$ cat config.mk
export PLATFORM = sky130hd
export DESIGN_NAME = dfs_adjacency_matrix_walk_flat
export DESIGN_NICKNAME = d
export VERILOG_FILES = /design/src/sv/dfs_pkg.sv /design/src/sv/dfs_in_if.sv /design/src/sv/dfs_out_if.sv /design/src/sv/dfs_ram.sv /design/src/sv/dfs_pick.sv /design/src/sv/dfs_adjacency_matrix_walk.sv /design/src/flat_wrapper.sv
export VERILOG_INCLUDE_DIRS = /design/src /design/src/sv
export SDC_FILE = /design/constraint.sdc
export NUM_CORES = 2
export LEC_CHECK = 0
export BUFFER_PORTS_ARGS = -buffer_cell sky130_fd_sc_hd__buf_2
export CAP_MARGIN = 30
export CORE_MARGIN = 2
export CORE_UTILIZATION = 50
export CTS_CLUSTER_DIAMETER = 80
export CTS_CLUSTER_SIZE = 28
export DETAILED_ROUTE_END_ITERATION = 16
export PLACE_DENSITY = 0.73
export SLEW_MARGIN = 0
export SYNTH_ARGS = -nofsm -noshare
export SYNTH_HDL_FRONTEND = slang
export SYNTH_SLANG_ARGS = --single-unit
$ cat constraint.sdc
create_clock -name clk -period 4.6 [get_ports clk]
set_input_delay 1.15 -clock clk [delete_from_list [all_inputs] [get_ports clk]]
set_output_delay 1.15 -clock clk [all_outputs]
set_load 0.01 [all_outputs]
$ cat src/sv/dfs_adjacency_matrix_walk_defines.svh
// ----------------------------------------------------------------------------
// Assertion macros for the depth-first walk block
// Concurrent checks on the block clock; empty when synthesized.
// ----------------------------------------------------------------------------
`ifndef DFS_ADJACENCY_MATRIX_WALK_DEFINES_SVH
`define DFS_ADJACENCY_MATRIX_WALK_DEFINES_SVH

`ifndef SYNTHESIS
`define DFS_ASSERT(label, prop) \
  label: assert property (@(posedge clk) disable iff (rst) prop) \
    else $error("dfs walk check failed");
`define DFS_ASSERT_ALWAYS(label, prop) \
  label: assert property (@(posedge clk) prop) \
    else $error("dfs walk check failed");
`else
`define DFS_ASSERT(label, prop)
`define DFS_ASSERT_ALWAYS(label, prop)
`endif

`endif

$ cat src/sv/dfs_pkg.sv
// ----------------------------------------------------------------------------
// dfs_pkg
// Shared widths, command codes and the result type of the neighbor picker.
// ----------------------------------------------------------------------------
`default_nettype none

package dfs_pkg;

  localparam int VERTEX_W = 6;

  localparam logic CMD_EDGE = 1'b0;
  localparam logic CMD_WALK = 1'b1;

  typedef struct packed {
    logic                found;
    logic [VERTEX_W-1:0] index;
  } pick_result_t;

endpackage

`default_nettype wire

$ cat src/sv/dfs_in_if.sv
// ----------------------------------------------------------------------------
// dfs_in_if
// Input channel: edge and walk commands with a valid/ready handshake.
// ----------------------------------------------------------------------------
`default_nettype none

interface dfs_in_if
  import dfs_pkg::*;
();
  logic                valid;
  logic                ready;
  logic                cmd;
  logic [VERTEX_W-1:0] edge_from;
  logic [VERTEX_W-1:0] edge_to;
  logic [VERTEX_W-1:0] start_vertex;

  modport source (output valid, cmd, edge_from, edge_to, start_vertex, input ready);
  modport sink   (input valid, cmd, edge_from, edge_to, start_vertex, output ready);
endinterface

`default_nettype wire

$ cat src/sv/dfs_out_if.sv
// ----------------------------------------------------------------------------
// dfs_out_if
// Output channel: visited vertices in visit order with a last flag.
// ----------------------------------------------------------------------------
`default_nettype none

interface dfs_out_if
  import dfs_pkg::*;
();
  logic                valid;
  logic                ready;
  logic [VERTEX_W-1:0] visited_vertex;
  logic                last;

  modport source (output valid, visited_vertex, last, input ready);
  modport sink   (input valid, visited_vertex, last, output ready);
endinterface

`default_nettype wire

$ cat src/sv/dfs_ram.sv
// ----------------------------------------------------------------------------
// dfs_ram
// Generic simple dual-port RAM: one write port, one registered read port.
// ----------------------------------------------------------------------------
`default_nettype none

module dfs_ram #(
  parameter int WIDTH = 32,
  parameter int DEPTH = 32
) (
  input  wire logic                     clk,
  input  wire logic                     wr_en,
  input  wire logic [$clog2(DEPTH)-1:0] wr_addr,
  input  wire logic [WIDTH-1:0]         wr_data,
  input  wire logic [$clog2(DEPTH)-1:0] rd_addr,
  output      logic [WIDTH-1:0]         rd_data
);

  logic [WIDTH-1:0] mem [DEPTH];

  always_ff @(posedge clk) begin
    if (wr_en) begin
      mem[wr_addr] <= wr_data;
    end
    rd_data <= mem[rd_addr];
  end

endmodule

`default_nettype wire

$ cat src/sv/dfs_pick.sv
// ----------------------------------------------------------------------------
// dfs_pick
// Neighbor picker: lowest unvisited, in-range neighbor of one matrix row.
// ----------------------------------------------------------------------------
`default_nettype none

module dfs_pick
  import dfs_pkg::*;
#(
  parameter int ROW_W = 32
) (
  input  wire logic [ROW_W-1:0] row,
  input  wire logic [ROW_W-1:0] visited,
  input  wire logic [ROW_W-1:0] in_use,
  output      pick_result_t     result
);

  logic [ROW_W-1:0] cand;
  logic [ROW_W-1:0] lowest;

  // Two's complement trick isolates the lowest set bit; encoding a one-hot
  // word is then an OR over independent bits.
  assign cand   = row & ~visited & in_use;
  assign lowest = cand & (~cand + ROW_W'(1));

  always_comb begin
    result.found = |cand;
    result.index = '0;
    for (int i = 0; i < ROW_W; i++) begin
      if (lowest[i]) begin
        result.index = result.index | VERTEX_W'(i);
      end
    end
  end

endmodule

`default_nettype wire

$ cat src/sv/dfs_adjacency_matrix_walk.sv
// ----------------------------------------------------------------------------
// dfs_adjacency_matrix_walk
// Depth-first walk over an undirected graph held as an adjacency bit matrix.
// ----------------------------------------------------------------------------
// An edge command updates the two matrix rows by read-modify-write through
// the single RAM write port. In a walk that visits k vertices, every stack
// step (push or pop, 2*k - 1 of them) costs one adjacency row read plus one
// pass of the neighbor picker, and the last vertex is sent once the stack
// runs empty. A walk from an out-of-range root ends in its transfer cycle.
// The matrix is clear after reset through per-row valid bits, so there is no
// clearing pass. Input is not taken while an edge or walk is in progress;
// one finished vertex can wait in the output register while the walk keeps
// popping, but the next push waits until the register is free.
`default_nettype none
`include "dfs_adjacency_matrix_walk_defines.svh"

module dfs_adjacency_matrix_walk
  import dfs_pkg::*;
#(
  parameter int MAX_VERTICES = 32
) (
  input  wire logic                clk,
  input  wire logic                rst,
  input  wire logic                cfg_wr_en,
  input  wire logic [VERTEX_W-1:0] cfg_wr_data,
  dfs_in_if.sink                   in_ch,
  dfs_out_if.source                out_ch
);

  localparam int VW = $clog2(MAX_VERTICES);
  localparam int DW = $clog2(MAX_VERTICES + 1);
  localparam logic [VERTEX_W:0]     MAX_N   = (VERTEX_W + 1)'(MAX_VERTICES);
  localparam logic [DW-1:0]         MAX_D   = DW'(MAX_VERTICES);
  localparam logic [MAX_VERTICES-1:0] ROW_ONE = MAX_VERTICES'(1);

  typedef enum logic [6:0] {
    S_IDLE      = 7'b0000001,
    S_EDGE_RD   = 7'b0000010,
    S_EDGE_WR_A = 7'b0000100,
    S_EDGE_WR_B = 7'b0001000,
    S_ROW       = 7'b0010000,
    S_EVAL      = 7'b0100000,
    S_FINISH    = 7'b1000000
  } state_t;

  state_t state, state_next;

  logic [VERTEX_W-1:0]     num_vertices;
  logic [VERTEX_W:0]       n_use;
  logic [MAX_VERTICES-1:0] in_use;
  logic [MAX_VERTICES-1:0] row_valid;
  logic [MAX_VERTICES-1:0] visited;
  logic [VW-1:0]           top;
  logic [DW-1:0]           depth;
  logic [VW-1:0]           ea, eb;
  logic [VERTEX_W-1:0]     pend_vertex;

  logic                    out_valid;
  logic [VERTEX_W-1:0]     out_vertex;
  logic                    out_last;
  logic                    out_free;

  logic [VERTEX_W-1:0]     from_m1, to_m1, root_m1;
  logic                    from_ok, to_ok, root_ok;
  logic                    accept;

  logic                    adj_wr_en;
  logic [VW-1:0]           adj_wr_addr;
  logic [MAX_VERTICES-1:0] adj_wr_data;
  logic [VW-1:0]           adj_rd_addr;
  logic [MAX_VERTICES-1:0] adj_rd_data;
  logic                    adj_rd_valid;
  logic [MAX_VERTICES-1:0] adj_row;

  logic                    stk_wr_en;
  logic [VW-1:0]           stk_wr_addr;
  logic [VW-1:0]           stk_rd_addr;
  logic [VW-1:0]           stk_rd_data;
  logic [DW-1:0]           depth_m1, depth_m2;

  pick_result_t            pick;
  logic [VW-1:0]           nb_idx;
  logic                    push;
  logic                    emit;
  logic                    emit_last;

  assign n_use = ((VERTEX_W + 1)'(num_vertices) > MAX_N) ? MAX_N
                                                         : (VERTEX_W + 1)'(num_vertices);

  always_comb begin
    for (int i = 0; i < MAX_VERTICES; i++) begin
      in_use[i] = ((VERTEX_W + 1)'(i) < n_use);
    end
  end

  assign from_m1 = in_ch.edge_from - VERTEX_W'(1);
  assign to_m1   = in_ch.edge_to - VERTEX_W'(1);
  assign root_m1 = in_ch.start_vertex - VERTEX_W'(1);
  assign from_ok = (in_ch.edge_from != '0) && ((VERTEX_W + 1)'(in_ch.edge_from) <= n_use);
  assign to_ok   = (in_ch.edge_to != '0) && ((VERTEX_W + 1)'(in_ch.edge_to) <= n_use);
  assign root_ok = (in_ch.start_vertex != '0)
                   && ((VERTEX_W + 1)'(in_ch.start_vertex) <= n_use);

  assign in_ch.ready = (state == S_IDLE);
  assign accept      = in_ch.valid && in_ch.ready;

  assign out_free = !out_valid || out_ch.ready;

  assign depth_m1    = depth - DW'(1);
  assign depth_m2    = depth - DW'(2);
  assign stk_wr_addr = depth_m1[VW-1:0];
  assign stk_rd_addr = depth_m2[VW-1:0];

  assign adj_row = adj_rd_valid ? adj_rd_data : '0;
  assign nb_idx  = pick.index[VW-1:0];

  dfs_pick #(
    .ROW_W (MAX_VERTICES)
  ) u_pick (
    .row     (adj_row),
    .visited (visited),
    .in_use  (in_use),
    .result  (pick)
  );

  dfs_ram #(
    .WIDTH (MAX_VERTICES),
    .DEPTH (MAX_VERTICES)
  ) u_adj_ram (
    .clk     (clk),
    .wr_en   (adj_wr_en),
    .wr_addr (adj_wr_addr),
    .wr_data (adj_wr_data),
    .rd_addr (adj_rd_addr),
    .rd_data (adj_rd_data)
  );

  dfs_ram #(
    .WIDTH (VW),
    .DEPTH (MAX_VERTICES)
  ) u_stack_ram (
    .clk     (clk),
    .wr_en   (stk_wr_en),
    .wr_addr (stk_wr_addr),
    .wr_data (top),
    .rd_addr (stk_rd_addr),
    .rd_data (stk_rd_data)
  );

  always_comb begin
    state_next  = state;
    adj_wr_en   = 1'b0;
    adj_wr_addr = ea;
    adj_wr_data = adj_row | (ROW_ONE << eb);
    adj_rd_addr = top;
    stk_wr_en   = 1'b0;
    push        = 1'b0;
    emit        = 1'b0;
    emit_last   = 1'b0;

    unique case (state)
      S_IDLE: begin
        if (accept) begin
          if (in_ch.cmd == CMD_EDGE) begin
            if (from_ok && to_ok) begin
              state_next = S_EDGE_RD;
            end
          end else if (root_ok) begin
            state_next = S_ROW;
          end
        end
      end
      S_EDGE_RD: begin
        adj_rd_addr = ea;
        state_next  = S_EDGE_WR_A;
      end
      S_EDGE_WR_A: begin
        // Row b is read while row a is written; for a self loop both hold
        // the same bit, so the stale read loses nothing.
        adj_wr_en   = 1'b1;
        adj_rd_addr = eb;
        state_next  = S_EDGE_WR_B;
      end
      S_EDGE_WR_B: begin
        adj_wr_en   = 1'b1;
        adj_wr_addr = eb;
        adj_wr_data = adj_row | (ROW_ONE << ea);
        state_next  = S_IDLE;
      end
      S_ROW: begin
        state_next = S_EVAL;
      end
      S_EVAL: begin
        if (pick.found && (depth < MAX_D)) begin
          // The pending vertex leaves only when the next one is known, so the
          // final vertex of the walk can carry the last flag.
          if (out_free) begin
            push       = 1'b1;
            emit       = 1'b1;
            stk_wr_en  = 1'b1;
            state_next = S_ROW;
          end
        end else if (depth == DW'(1)) begin
          state_next = S_FINISH;
        end else begin
          state_next = S_ROW;
        end
      end
      S_FINISH: begin
        if (out_free) begin
          emit       = 1'b1;
          emit_last  = 1'b1;
          state_next = S_IDLE;
        end
      end
      default: begin
        state_next = S_IDLE;
      end
    endcase
  end

  always_ff @(posedge clk) begin
    if (rst) begin
      state        <= S_IDLE;
      num_vertices <= VERTEX_W'(32);
      row_valid    <= '0;
      depth        <= '0;
      out_valid    <= 1'b0;
      visited      <= '0;
    end else begin
      state <= state_next;

      if (cfg_wr_en) begin
        num_vertices <= cfg_wr_data;
      end

      if (adj_wr_en) begin
        row_valid[adj_wr_addr] <= 1'b1;
      end

      if (emit) begin
        out_valid <= 1'b1;
      end else if (out_ch.ready) begin
        out_valid <= 1'b0;
      end

      if (accept && (in_ch.cmd == CMD_WALK) && root_ok) begin
        visited <= ROW_ONE << root_m1[VW-1:0];
        depth   <= DW'(1);
      end else if (push) begin
        visited <= visited | (ROW_ONE << nb_idx);
        depth   <= depth + DW'(1);
      end else if ((state == S_EVAL) && !(pick.found && (depth < MAX_D))) begin
        depth <= depth_m1;
      end
    end
  end

  always_ff @(posedge clk) begin
    adj_rd_valid <= row_valid[adj_rd_addr];

    if (accept) begin
      ea          <= from_m1[VW-1:0];
      eb          <= to_m1[VW-1:0];
      top         <= root_m1[VW-1:0];
      pend_vertex <= in_ch.start_vertex;
    end else if (push) begin
      top         <= nb_idx;
      pend_vertex <= VERTEX_W'(nb_idx) + VERTEX_W'(1);
    end else if ((state == S_EVAL) && !(pick.found && (depth < MAX_D))) begin
      top <= stk_rd_data;
    end

    if (emit) begin
      out_vertex <= pend_vertex;
      out_last   <= emit_last;
    end
  end

  assign out_ch.valid          = out_valid;
  assign out_ch.visited_vertex = out_vertex;
  assign out_ch.last           = out_last;

  `DFS_ASSERT(a_depth_bound, depth <= MAX_D)
  `DFS_ASSERT(a_walk_top_visited,
              (state == S_ROW || state == S_EVAL) |-> (visited[top] && depth != '0))
  `DFS_ASSERT(a_push_unvisited, push |-> !visited[nb_idx])
  `DFS_ASSERT(a_last_ends_walk, (emit && emit_last) |=> (state == S_IDLE && depth == '0))

endmodule

`default_nettype wire
$ cat src/flat_wrapper.sv
// flat-port wrapper written by rule: the top's interface ports become plain ports
module dfs_adjacency_matrix_walk_flat import dfs_pkg::*;
#(
  parameter int MAX_VERTICES = 32
)
  (clk, rst, cfg_wr_en, cfg_wr_data, in_ch_valid, in_ch_cmd, in_ch_edge_from, in_ch_edge_to, in_ch_start_vertex, in_ch_ready, out_ch_valid, out_ch_visited_vertex, out_ch_last, out_ch_ready);
  dfs_in_if in_ch_i ();
  dfs_out_if out_ch_i ();
  input  wire logic clk;
  input  wire logic rst;
  input  wire logic cfg_wr_en;
  input  wire logic [VERTEX_W-1:0] cfg_wr_data;
  input wire logic [$bits(in_ch_i.valid)-1:0] in_ch_valid;
  input wire logic [$bits(in_ch_i.cmd)-1:0] in_ch_cmd;
  input wire logic [$bits(in_ch_i.edge_from)-1:0] in_ch_edge_from;
  input wire logic [$bits(in_ch_i.edge_to)-1:0] in_ch_edge_to;
  input wire logic [$bits(in_ch_i.start_vertex)-1:0] in_ch_start_vertex;
  output wire logic [$bits(in_ch_i.ready)-1:0] in_ch_ready;
  output wire logic [$bits(out_ch_i.valid)-1:0] out_ch_valid;
  output wire logic [$bits(out_ch_i.visited_vertex)-1:0] out_ch_visited_vertex;
  output wire logic [$bits(out_ch_i.last)-1:0] out_ch_last;
  input wire logic [$bits(out_ch_i.ready)-1:0] out_ch_ready;
  assign in_ch_i.valid = in_ch_valid;
  assign in_ch_i.cmd = in_ch_cmd;
  assign in_ch_i.edge_from = in_ch_edge_from;
  assign in_ch_i.edge_to = in_ch_edge_to;
  assign in_ch_i.start_vertex = in_ch_start_vertex;
  assign in_ch_ready = in_ch_i.ready;
  assign out_ch_valid = out_ch_i.valid;
  assign out_ch_visited_vertex = out_ch_i.visited_vertex;
  assign out_ch_last = out_ch_i.last;
  assign out_ch_i.ready = out_ch_ready;
  dfs_adjacency_matrix_walk #(.MAX_VERTICES(MAX_VERTICES)) u_core (.clk(clk), .rst(rst), .cfg_wr_en(cfg_wr_en), .cfg_wr_data(cfg_wr_data), .in_ch(in_ch_i), .out_ch(out_ch_i));
endmodule
== Word-level counts from Yosys, hierarchy flattened ==
Memories as Yosys holds them, arrays and structs flattened. A register that Yosys moved wholly into a read port is not among the register bits.
Cells that the tools add are included.

* Word-level logic and storage cells: 224
* RAM bits: 1184
* Bits in registers: 113
* Memories: 2

{| class="wikitable"
|+ Memories
! memory !! depth !! bits a word !! read ports !! clocked after Yosys merged registers in !! write ports !! RTL line !! text
|-
| u_core.u_adj_ram.mem || 32 || 32 || 1 || 1 || 1 || dfs_ram.sv:19 || <nowiki>logic [WIDTH-1:0] mem [DEPTH];</nowiki>
|-
| u_core.u_stack_ram.mem || 32 || 5 || 1 || 1 || 1 || dfs_ram.sv:19 ||
|}

* Equality and inequality tests: 13
* Shift-type cells: 4
* $add $sub $neg: 8
* Order comparisons: 40
* Muxes and demuxes: 109
* Bitwise gates (word level): 9
* Reduce and logical (&&, ||, !) cells: 26

{| class="wikitable"
|+ Operator list
! operator !! count
|-
| $mux 32 || 9
|-
| $mux 7 || 23
|-
| $or 32x32->32 || 4
|-
| $shl 1x5->32 const A || 4
|-
| $mux 5 || 23
|-
| $lt 5x7->1 const A || 16
|-
| $and 32x32->32 || 3
|-
| $mux 6 || 15
|-
| $not 32->32 || 2
|-
| $lt 4x7->1 const A || 8
|-
| $pmux 7 s6 || 1
|-
| $add 32x1->32 const B || 1
|-
| $mux 4 || 8
|-
| $reduce_or 32->1 || 1
|-
| $lt 3x7->1 const A || 4
|-
| $mux 1 || 20
|-
| $le 6x6->1 || 3
|-
| $reduce_bool 6->1 || 3
|-
| $sub 5x1->5 const B || 3
|-
| $lt 1x7->1 const A || 2
|-
| $lt 2x7->1 const A || 2
|-
| $lt 5x6->1 const B || 2
|-
| $mux 3 || 4
|-
| $logic_and 1x1->1 || 10
|-
| other kinds (31) || 38
|}

== Depth between registers and ports, before layout ==
* Depth after elaboration: 45
* Gate-level depth with buffers: 16
* Mapped depth without buffers: 13

== Cells and area by module ==
A second synthesis with hierarchy kept.

* Cell total of the unflattened synthesis: 3563
* Area, all modules: 54851.4 µm²

{| class="wikitable"
|+ By module, submodules not included
! module !! times used !! sequential area each (µm²) !! area an instance (µm²) !! cells each
|-
| dfs_ram at u_core.u_adj_ram || 1 || 31390.1 || 40492.6 || 2260
|-
| dfs_adjacency_matrix_walk || 1 || 2542.4 || 7115.6 || 903
|-
| dfs_ram at u_core.u_stack_ram || 1 || 4904.7 || 6344.8 || 277
|-
| dfs_pick || 1 || 0.0 || 898.4 || 123
|}

== Worst setup path after synthesis ==
OpenSTA, ideal clock, no wires.

* Path kind: register to register
* Start point: reg u_core.state[2]
* End point: mem u_core.u_adj_ram.mem[0][11] (data pin)
* Cell stages (with the launch flop): 9
* Data required time: 4.146 ns
* Path slack: 0.501 ns
* Arrival: 3.645 ns
* Clock period less this slack: 4.099 ns
* Library setup time: 0.454 ns
* Cell sequence: dfxtp_1 -> clkbuf_1 -> nor3_1 -> nand2b_1 -> nor4b_1 -> clkbuf_1 -> a31oi_1 -> or2_2 -> o21ai_0

* Cells in the longest elaborated chain, start to end: 2

{| class="wikitable"
|+ RTL lines
! what !! RTL line !! text
|-
| start, declared || dfs_adjacency_matrix_walk.sv:46 || <nowiki>state_t state, state_next;</nowiki>
|-
| start signal, assigned || dfs_adjacency_matrix_walk.sv:231 || <nowiki>state <= state_next;</nowiki>
|-
| $eq 7x4->1 || dfs_adjacency_matrix_walk.sv:161 || <nowiki>unique case (state)</nowiki>
|-
| $mux 32 || dfs_adjacency_matrix_walk.sv:161 ||
|-
| named net u_core.adj_wr_data[11] || dfs_adjacency_matrix_walk.sv:69 || <nowiki>logic [MAX_VERTICES-1:0] adj_wr_data;</nowiki>
|-
| end, declared || dfs_ram.sv:19 ||
|}

The timed path passes the listed nets, and every way through them passes these cells.

== Worst setup path in the final report ==
* Start point: reg u_core.num_vertices[3]
* End point: reg u_core.visited[28]

* Cells in the longest elaborated chain, start to end: 45
* Elaborated cells on any way between the ends: 85

{| class="wikitable"
|+ RTL lines
! what !! RTL line !! text
|-
| start, declared || dfs_adjacency_matrix_walk.sv:48 || <nowiki>logic [VERTEX_W-1:0] num_vertices;</nowiki>
|-
| start signal, assigned || dfs_adjacency_matrix_walk.sv:234 || <nowiki>num_vertices <= cfg_wr_data;</nowiki>
|-
| $gt 6x6->1 || dfs_adjacency_matrix_walk.sv:87 || <nowiki>assign n_use = ((VERTEX_W + 1)'(num_vertices) > MAX_N) ? MAX_N</nowiki>
|-
| $mux 6 * || dfs_adjacency_matrix_walk.sv:87 ||
|-
| $lt 1x7->1 || dfs_adjacency_matrix_walk.sv:92 || <nowiki>in_use[i] = ((VERTEX_W + 1)'(i) < n_use);</nowiki>
|-
| $and 32x32->32 || dfs_pick.sv:23 || <nowiki>assign cand = row & ~visited & in_use;</nowiki>
|-
| $not 32->32 || dfs_pick.sv:24 || <nowiki>assign lowest = cand & (~cand + ROW_W'(1));</nowiki>
|-
| $add 32x1->32 || dfs_pick.sv:24 ||
|-
| $and 32x32->32 || dfs_pick.sv:24 ||
|-
| $mux 1 || dfs_pick.sv:30 || <nowiki>if (lowest[i]) begin</nowiki>
|-
| [... 14 more ...] || - ||
|-
| $mux 5 (16 in series) || dfs_pick.sv:30 ||
|-
| $shl 1x5->32 || dfs_adjacency_matrix_walk.sv:251 || <nowiki>visited <= visited | (ROW_ONE << nb_idx);</nowiki>
|-
| $or 32x32->32 || dfs_adjacency_matrix_walk.sv:251 ||
|-
| $mux 32 || dfs_adjacency_matrix_walk.sv:250 || <nowiki>end else if (push) begin</nowiki>
|-
| $mux 32 || dfs_adjacency_matrix_walk.sv:247 || <nowiki>if (accept && (in_ch.cmd == CMD_WALK) && root_ok) begin</nowiki>
|-
| $mux 32 || dfs_adjacency_matrix_walk.sv:223 || <nowiki>if (rst) begin</nowiki>
|-
| $mux 32 || dfs_adjacency_matrix_walk.sv:247 ||
|-
| $mux 32 || dfs_adjacency_matrix_walk.sv:223 ||
|-
| end signal, assigned || dfs_adjacency_matrix_walk.sv:248 || <nowiki>visited <= ROW_ONE << root_m1[VW-1:0];</nowiki>
|-
| end signal, assigned || dfs_adjacency_matrix_walk.sv:251 ||
|-
| end, declared || dfs_adjacency_matrix_walk.sv:52 || <nowiki>logic [MAX_VERTICES-1:0] visited;</nowiki>
|}

Every way passes the cells marked *; elsewhere a longest branch is shown, timed or not. The select of a mux whose other input is x is not followed.
A chain may end at the register's enable or synchronous reset.

==> results.yml <==
power:
  leakage_nw: 19.3
  vdd_ir_drop_max_mv: 0.538
  p_total_mw: 31.9
  power_density_mw_per_mm2: 533
global_route:
  grt_pass1_wl_mm: 214
  grt_max_degree: 96
  track_usage: 0.255
  first_global_vias: 33000
  overflow: 0
  antenna_found_initial: 4
floorplanning:
  core_mm2: 0.109
  fp.dieArea_mm2: 0.112
  initial_core_util: 0.504
  die_width_um: 335
  fp.dieH_um: 335
  num_io_pins: 39
  rows: 121
yosys:
  synth_area_mm2: 0.0548
  async_reset_ff_frac: 0
  yosysUniqueCellTypes: 88
  synth_edf_count: 1212
  synthTopCellsByCount: "edfxtp_1 (1212), nand2_1 (768), a21oi_1 (230)"
  synth_ff_type: "edfxtp_1"
  yosysMostFrequentCell: "edfxtp_1"
  syn_nets: 4132
  yosysWarnings: 0
  ys_seq_elements: 1334
  synthTopCellsByArea: "edfxtp_1 (66%), nand2_1 (5.3%), dfxtp_1 (4.5%), a211oi_1 (2.4%), a311oi_1 (2.1%)"
  yosysSeqAreaShare: 0.708
  synthCells: 4061
  yosysTopAreaCell: "edfxtp_1"
  synth_top_area_frac: 0.664
  syn_avg_cell_area_um2: 13.5
status:
  status: "completed"
sta:
  max_slew_margin: 0.347
  timing.final.crit_share: 0.896
  setup_ws_ns: 0.477
  worstMarginPinSlew_ns: 0.975
  finalSetupViolations: 0
  hold_ws_ns: 0.429
  final_hold_viol_count: 0
  setup_tns_ns: 0
  rsz0062_at_grt: "no"
  finalClockSkew_ns: 0.0529
  fmax_ghz: 0.243
  drv_slew: 0
  final.min_clock_period_ns: 4.12
layout:
  antenna_cells: 0
  drive_gt1_frac: 0.111
  finalInstanceArea_mm2: 0.0598
  final-instance-count-excl-fill: 5538
  nets: 4146
  final_core_util: 0.549
  area_growth_pct: 9.04
  fillers: 8536
clock_tree:
  cts_tree: "done"
  cts_setup_buffers: 0
  cts_resized: 0
  holdBufCountCts: 0
  numClockSinks: 1334
  cts.htree.levels: 2
  cts_root_buffer: "clkbuf_16"
  cts_buffer_depth: 3
  clk_latency_ns: 0.73
  clk_pin_slew_ns: 0.11
  numCtsBuffers: 57
placement:
  hpwl_mm: 84.8
  postPlaceCellArea_mm2: 0.0580
  place_inst: 5430
  io_buffer_count: 38
  gp_congestion: 0.927
  dp_slack_ns: 0.573
worst_setup_path:
  crit_type: "reg2reg"
  worstPathArrival_ns: 4.70
  start_kind: "flop"
  r2r_slack_ns: 0.48
  worst-path-max-fanout: 22
  cp.required_ns: 5.18
  crit_path_end_kind: "flop"
drt:
  avgViaCountPerCell: 6.31
  drc: 0
  via_count: 35000
  drt_wl_total_mm: 145
  drt_iter0_drc: 4938
  wl_per_cell_um: 26.2
  postRouteAntennaNets: 0
  dr.pass1.iters: 5
flow_run:
  cap_violations: 0
worst_hold_path:
  worstHoldPathType: "reg2reg"
[path summary, 6_finish.rpt]
path	startpoint	to	cells after the start
setup reg to reg	u_core.num_vertices[3]	u_core.visited[28]	14
hold reg to reg	u_core.pend_vertex[5]	u_core.out_ch.visited_vertex[5]	0
setup / recovery	u_core.num_vertices[3]	u_core.visited[28]	14
hold / removal	u_core.pend_vertex[5]	u_core.out_ch.visited_vertex[5]	0
[per-layer routing]
layer	part of all wire	global-route usage	vias up
met5	0.000090	0	-
met4	0.029	0.0770	2
met3	0.10	0.0355	248
met2	0.46	0.402	1890
met1	0.41	0.370	17400
li1	-	-	15400
[flip-flops by register name, summed over array words and instances, names as in the netlist, 5 cells and up]
| signal | flops |
|---|---|
| u_core.row_valid | 32 |
| u_core.eb | 5 |
| u_core.u_stack_ram.mem | 160 |
| u_core.pend_vertex | 6 |
| u_core.top | 5 |
| u_core.num_vertices | 6 |
| u_core.u_adj_ram.mem | 1024 |
| u_core.depth | 6 |
| u_core.visited | 32 |
| u_core.state | 7 |
| u_core.ea | 5 |
| u_core.u_adj_ram.rd_data | 32 |
| u_core.out_ch.visited_vertex | 6 |
| u_core.u_stack_ram.rd_data | 5 |
[placed cells by master, fill, tap and decap left out, types with 50 or more instances in the layout]
cell | netlist | layout
dfxtp_1 | 122 | 119
nor2_1 | 173 | 140
nand2_1 | 768 | 768
edfxtp_1 | 1212 | 1212
buf_4 | 7 | 141
nor3_1 | 61 | 61
a311oi_1 | 132 | 132
clkbuf_16 | 0 | 58
a211oi_1 | 174 | 174
and2_1 | 136 | 136
mux4_2 | 50 | 50
nor4_1 | 74 | 74
o21ai_0 | 128 | 96
a21oi_1 | 230 | 228
mux2i_1 | 78 | 78
[area by class of cell]
type,count,area (um^2),area share
clock buffers,94,1610,0.0269
multi-input cells,2421,15100,0.253
inverters,39,146,0.00245
repair buffers,222,2090,0.0350
flip-flops and latches,1334,38800,0.650
well taps,1414,1770,0.0296
clock inverters,14,184,0.00308
[cells by family (layout without fill, tap and decap cells)]
family | after synthesis | in the layout | synth area share
adders and majority gates | 41 | 41 | 0.00936
DFF | 1334 | 1334 | 0.708
and+or+nand+nor | 1351 | 1351 | 0.112
AOI/OAI and AO/OA | 875 | 875 | 0.108
xor gates and xnor gates | 20 | 20 | 0.00319
buffers and inverters | 306 | 369 | 0.0234
muxes | 134 | 134 | 0.0360
[critical path, stage by stage (launching register included)]
cell and delay (ns):
dfxtp_1 0.58, o31ai_2 0.67, a2111oi_2 0.13, buf_4 0.19, or3_1 0.37, nor4_2 0.25, and2_1 0.43, a21oi_1 0.15
nand4_1 0.24, inv_1 0.13, ha_1 0.24, inv_1 0.10, nor2_1 0.09, a211oi_1 0.29, nor3_1 0.08
[where the power goes]
group	switching, mW	total [mW]	internal (mW)
Combinational	7.23	10.6	3.35
Clock	3.70	6.20	2.49
Sequential	0.529	15.1	14.5
No activity file was read; power rests on OpenSTA's default activity.
